## src/sv/tfb_pkg.sv

```systemverilog
// Shared types, constants and helper functions of the temporal frame blender.
// Used by temporal_frame_blend, tfb_mix and tfb_checker; depends on nothing else.

package tfb_pkg;

  localparam int unsigned MAX_FRAME_PIXELS_DEF = 65536;
  localparam int unsigned FACTOR_SCALE_DEF     = 1000;

  localparam int unsigned PIX_W      = 32;
  localparam int unsigned CH_W       = 8;
  localparam int unsigned NUM_CH     = 4;
  localparam int unsigned FACTOR_W   = 10;
  localparam int unsigned MODE_W     = 2;
  localparam int unsigned DIM_W      = 9;
  localparam int unsigned DIM_MAX    = 256;
  localparam int unsigned POS_W      = 16;
  localparam int unsigned TOTAL_W    = 17;
  localparam int unsigned TOTAL_MAX  = DIM_MAX * DIM_MAX;
  localparam int unsigned CFG_IDX_W  = 2;
  localparam int unsigned CFG_DATA_W = 10;
  localparam int unsigned MAG_W      = CH_W + FACTOR_W;
  localparam int unsigned PIPE_DEPTH = 4;

  localparam logic [CH_W-1:0] LIGHT_THRESHOLD = CH_W'(255 / 2);

  typedef enum logic [MODE_W-1:0] {
    MODE_NONE  = 2'd0,
    MODE_ALL   = 2'd1,
    MODE_LIGHT = 2'd2,
    MODE_DARK  = 2'd3
  } blend_mode_t;

  typedef enum logic [CFG_IDX_W-1:0] {
    REG_BLEND_MODE   = 2'd0,
    REG_BLEND_FACTOR = 2'd1,
    REG_FRAME_WIDTH  = 2'd2,
    REG_FRAME_HEIGHT = 2'd3
  } cfg_reg_t;

  // Pipeline control handed to the arithmetic lanes.
  typedef struct packed {
    logic advance;
  } mix_ctrl_t;

  function automatic logic [DIM_W-1:0] clamp_dim(input logic [DIM_W-1:0] v);
    logic [DIM_W-1:0] r;
    begin
      r = v;
      if (v == '0) r = DIM_W'(1);
      else if (v > DIM_W'(DIM_MAX)) r = DIM_W'(DIM_MAX);
      return r;
    end
  endfunction

  function automatic logic pixel_is_light(input logic [PIX_W-1:0] p);
    begin
      return (p[23:16] > LIGHT_THRESHOLD) || (p[15:8] > LIGHT_THRESHOLD) ||
             (p[7:0] > LIGHT_THRESHOLD);
    end
  endfunction

endpackage

```

## src/sv/tfb_mix.sv

```systemverilog
// Per-channel blend arithmetic: (old - new) * factor, divide by the scale, add back.
// Its registers all move under one advance enable; depends on tfb_pkg.

module tfb_mix #(
  parameter int unsigned FACTOR_SCALE = tfb_pkg::FACTOR_SCALE_DEF
) (
  input  logic                           clk,
  input  tfb_pkg::mix_ctrl_t             ctrl,
  input  logic [tfb_pkg::PIX_W-1:0]      old_pixel,
  input  logic [tfb_pkg::PIX_W-1:0]      new_pixel,
  input  logic [tfb_pkg::FACTOR_W-1:0]   factor,
  output logic [tfb_pkg::PIX_W-1:0]      mixed_pixel
);

  localparam int unsigned CH_W   = tfb_pkg::CH_W;
  localparam int unsigned MAG_W  = tfb_pkg::MAG_W;
  localparam int unsigned L_W    = (FACTOR_SCALE > 1) ? $clog2(FACTOR_SCALE) : 1;
  localparam int unsigned SH     = MAG_W + L_W;
  localparam longint unsigned RECIP =
    ((64'd1 << SH) + 64'(FACTOR_SCALE) - 64'd1) / 64'(FACTOR_SCALE);
  localparam int unsigned REC_W  = MAG_W + 2;
  localparam int unsigned PROD_W = MAG_W + REC_W;

  localparam logic [REC_W-1:0] RECIP_C = REC_W'(RECIP);

  logic [tfb_pkg::PIX_W-1:0] new2_r;
  logic [tfb_pkg::PIX_W-1:0] new3_r;

  always_ff @(posedge clk) begin
    if (ctrl.advance) begin
      new2_r <= new_pixel;
      new3_r <= new2_r;
    end
  end

  for (genvar c = 0; c < tfb_pkg::NUM_CH; c++) begin : g_lane
    logic signed [CH_W:0]    diff;
    logic signed [MAG_W+1:0] prod_full;
    logic signed [MAG_W:0]   prod_r;
    logic                    neg;
    logic [MAG_W-1:0]        mag;
    logic [PROD_W-1:0]       scaled;
    logic [CH_W-1:0]         quot_r;
    logic                    neg_r;
    logic signed [CH_W+1:0]  sum;

    assign diff      = $signed({1'b0, old_pixel[c*CH_W +: CH_W]}) -
                       $signed({1'b0, new_pixel[c*CH_W +: CH_W]});
    assign prod_full = diff * $signed({1'b0, factor});

    // Truncation toward zero: divide the magnitude, then restore the sign.
    assign neg    = prod_r[MAG_W];
    assign mag    = neg ? MAG_W'(-prod_r) : MAG_W'(prod_r);
    assign scaled = PROD_W'(mag) * PROD_W'(RECIP_C);

    always_ff @(posedge clk) begin
      if (ctrl.advance) begin
        prod_r <= (MAG_W+1)'(prod_full);
        quot_r <= CH_W'(scaled >> SH);
        neg_r  <= neg;
      end
    end

    assign sum = neg_r ? ($signed({2'b00, new3_r[c*CH_W +: CH_W]}) - $signed({2'b00, quot_r}))
                       : ($signed({2'b00, new3_r[c*CH_W +: CH_W]}) + $signed({2'b00, quot_r}));

    assign mixed_pixel[c*CH_W +: CH_W] = sum[CH_W+1] ? '0 :
                                         (sum[CH_W] ? '1 : sum[CH_W-1:0]);
  end

endmodule

```

## config.mk

```make
export PLATFORM = sky130hd
export DESIGN_NAME = tfb_mix
export DESIGN_NICKNAME = d
export VERILOG_FILES = /design/src/sv/tfb_pkg.sv /design/src/sv/tfb_mix.sv
export SDC_FILE = /design/constraint.sdc
export NUM_CORES = 2
export LEC_CHECK = 0
export BUFFER_PORTS_ARGS = -buffer_cell sky130_fd_sc_hd__clkbuf_2
export CAP_MARGIN = 20
export CELL_PAD_IN_SITES_DETAIL_PLACEMENT = 0
export CELL_PAD_IN_SITES_GLOBAL_PLACEMENT = 1
export CORE_MARGIN = 10
export CORE_UTILIZATION = 47
export CTS_CLUSTER_DIAMETER = 50
export DETAILED_ROUTE_END_ITERATION = 10
export GPL_TIMING_DRIVEN = 1
export PLACE_DENSITY_LB_ADDON = 0.1
export SKIP_CTS_REPAIR_TIMING = 1
export SYNTH_ARGS = -nofsm -noshare
export SYNTH_HDL_FRONTEND = slang
export SYNTH_SLANG_ARGS = --single-unit
```

## constraint.sdc

```tcl
create_clock -name clk -period 8.5 [get_ports clk]
set_input_delay 0.425 -clock clk [delete_from_list [all_inputs] [get_ports clk]]
set_output_delay 0.425 -clock clk [all_outputs]
set_load 0.05 [all_outputs]
```

==> impl_metrics.csv <==
group,metric,value,unit
floorplan,core,79000,µm²
floorplan,start_util,47.43,%
routing,wirelength,81930,µm
floorplan,ioPinCount,108,
sta,max_slew_margin,24.59,%
floorplan,die_h,302.4,µm
sta,max_freq,136.0,MHz
placement,dp_hpwl,67970,µm
grt,grt_max_degree,69,
grt,antenna_found_initial,4,
routing,vias,25942,
final_layout,nets,5417,
sta,tightestPinTransition,1123,ps
synthesis,synth.distinct_cells,73,
worst_setup_path,critPathCaptureType,"register",
synthesis,ys_seq_area_share,14.10,%
floorplan,die_area,91420,µm²
worst_setup_path,cp.arrival,7680,ps
sta,finClkSkew,13.31,ps
routing,wl_per_cell,16.10,µm
clocking,clk_pin_slew,80,ps
status,status,"completed",
synthesis,synth_ff_type,"edfxtp_1",
synthesis,synthCells,3890,
routing,first_pass_iters,5,
clocking,cts_num_sinks,176,
sta,final_max_slew_viol_count,0,
clocking,cts_max_level,4,
worst_setup_path,start_kind,"register",
clocking,clock_path_buffers,2,
sta,hold_violations,0,
clocking,cts_buffers,17,
floorplan,num_rows,103,
routing,vias_per_cell,5.097,
synthesis,synth-seq-cells,176,
grt,grt_pass1_wl,139700,µm
sta,setup_tns,0,ps
grt,grt_pass1_vias,27350,
synthesis,synth-async-reset-ratio,0,%
routing,route.detailed.drc,0,
routing,drt-initial-drc-count,1110,
hold_path,hold_path.class,"primary input to register",
grt,grt_overflow_total,0,
routing,postRouteAntennaNets,0,
sta,rsz0062_at_grt,"no",
sta,setup_viol,0,
synthesis,netlist_area,37470,µm²
final_layout,drive_gt1_share,6.241,%
synthesis,avgSynthCellArea,9.633,µm²
placement,portBuffers,107,
worst_setup_path,critPathMaxFanout,8,
worst_setup_path,path_class,"register to register",
clocking,cts_tree,"built",
worst_setup_path,required,8830,ps
final_layout,fill_cells,7526,
final_layout,areaGrowthSynthToFinish,7.313,%
flow_run,cap_violations,0,
grt,gr-usage-all-layers,18.87,%
clocking,clkLatencyLatePin,510,ps
synthesis,synth_edf_count,176,
sta,fin_crit,7355,ps
floorplan,fp.dieW,302.4,µm
synthesis,synth_fp_nets,5282,
clocking,root_buffer,"clkbuf_16",
sta,post-route-period-util,86.52,%
placement,gp_congestion,0.8035,
synthesis,ys_warn_count,0,
==> cells in the final DEF, fill, tap and decap left out, types with 38 or more instances in the layout <==
cell	synthesis	layout
fa_1	424	424
a21oi_1	122	122
nand2_1	166	166
ha_1	892	892
nand2b_1	84	84
nor2b_1	56	56
inv_1	904	904
xnor2_1	133	133
clkbuf_2	0	106
edfxtp_1	176	176
o21ai_0	101	101
a21o_1	40	40
nor2_1	141	141
buf_4	0	59
nor3_1	38	38
and2_1	149	149
==> cell type report <==
class                           count  area (µm²)  area share, %
Sequential cell                   176        5285          13.14
Antenna cell                        2       5.005        0.01245
Clock inverter                     15       198.9         0.4947
Inverter                          904        3393          8.439
Clock buffer                       17       425.4          1.058
Tap cell                         1050        1314          3.267
Multi-Input combinational cell   2760       28600          71.13
Timing Repair Buffer              166       987.2          2.455
==> worst max-delay path: stages (launching register included) <==
cell      delay [ps]
edfxtp_1         550
inv_1            110
ha_1             150
or3b_1           380
or4_4            470
o31a_2           390
xnor2_2          220
inv_1            230
ha_1             330
inv_1             50
fa_1             490
inv_1             50
fa_1             490
fa_1             490
inv_1             50
fa_1             480
inv_1             40
ha_1             270
a21o_1           170
a221oi_1         320
o22ai_1          170
a31oi_1          230
o311ai_1         180
a2111o_1         440
and2_1           180
a311oi_1         270
==> kinds of logic (layout without fill, tap and decap cells) <==
group	Yosys count	in the layout	synth area share, %
AND/OR/NAND/NOR	791	791	11.29
multiplexers	2	2	0.05343
flip-flops	176	176	14.10
AO/OA/AOI/OAI	492	492	8.779
buffers and inverters	954	1102	9.563
other	0	2	0
XOR/XNOR	159	159	3.777
adder cells (fa/ha/maj)	1316	1316	52.44
==> through the flow <==
| stage | hold WS [ps] | setup WS, ps | cells | util, % | area, µm² |
|---|---|---|---|---|---|
| 3_5_place_dp | 405.2 | 1150 | 5056 | 50.10 | 39580 |
| 6_report | 106.5 | 1145 | 5090 | 50.90 | 40210 |
| 2_1_floorplan | 400.3 | 1834 | 3890 | - | 37470 |
| 4_1_cts | 62.01 | 1119 | 5088 | 50.89 | 40210 |
| 5_1_grt | 75.48 | 610.0 | 5088 | 50.89 | 40210 |
| 3_3_place_gp | 400.6 | 1204 | 5056 | 50.10 | 39580 |
==> Yosys cell counts (4+ instances only) <==
cell type	count	area [µm²]
o21ai_0	101	505.5
o31ai_1	30	225.2
o41ai_1	10	87.58
o21bai_1	19	142.6
nor3_1	38	190.2
a21boi_0	16	120.1
nand3_1	31	155.2
or2_2	19	118.9
nand3b_1	4	30.03
xnor2_1	133	1165
xor2_1	23	201.4
nor2b_1	56	350.3
a211oi_1	19	142.6
nor3b_1	33	247.7
nand4_1	9	56.30
o211ai_1	6	45.04
fa_1	424	8488
nand2b_1	84	525.5
inv_1	904	3393
edfxtp_1	176	5285
or4_1	8	60.06
a41o_1	5	50.05
clkbuf_1	48	180.2
o21a_1	14	105.1
a221oi_1	11	96.34
a31oi_1	21	131.4
and2_1	149	932.1
a21oi_1	122	610.6
a21o_1	40	300.3
ha_1	892	11160
a221o_1	13	130.1
or3_1	14	87.58
or3b_2	9	78.83
and3_1	14	87.58
nor2_1	141	529.3
nand2_1	166	623.1
nor3b_2	4	50.05
o311ai_0	17	148.9
a21boi_1	4	30.03
o21ba_2	8	80.08
==> worst paths after layout <==
path                            start             endpoint  slack (ps)  cells past startpoint
setup / recovery  g_lane[0].prod_r[0]  g_lane[0].quot_r[7]        1150                     25
hold / removal           new_pixel[4]            new2_r[4]         110                      1
setup reg to reg  g_lane[0].prod_r[0]  g_lane[0].quot_r[7]        1150                     25
hold reg to reg            new2_r[12]           new3_r[12]         420                      0
==> state kept, by name, summed over array words and instances (netlist names) <==
signal / flops
new2_r: 32
g_lane.prod_r: 76
new3_r: 32
g_lane.neg_r: 4
g_lane.quot_r: 32
==> layer usage <==
layer  GRT usage (%)  wire length, µm
met4           3.407              820
met5               0               49
met3           2.173             2410
met2           31.54            38340
met1           26.25            40310
Power is left out: the tool's default activity adds up to more than one toggle a clock period on the data nets, which glitch-free logic cannot reach.
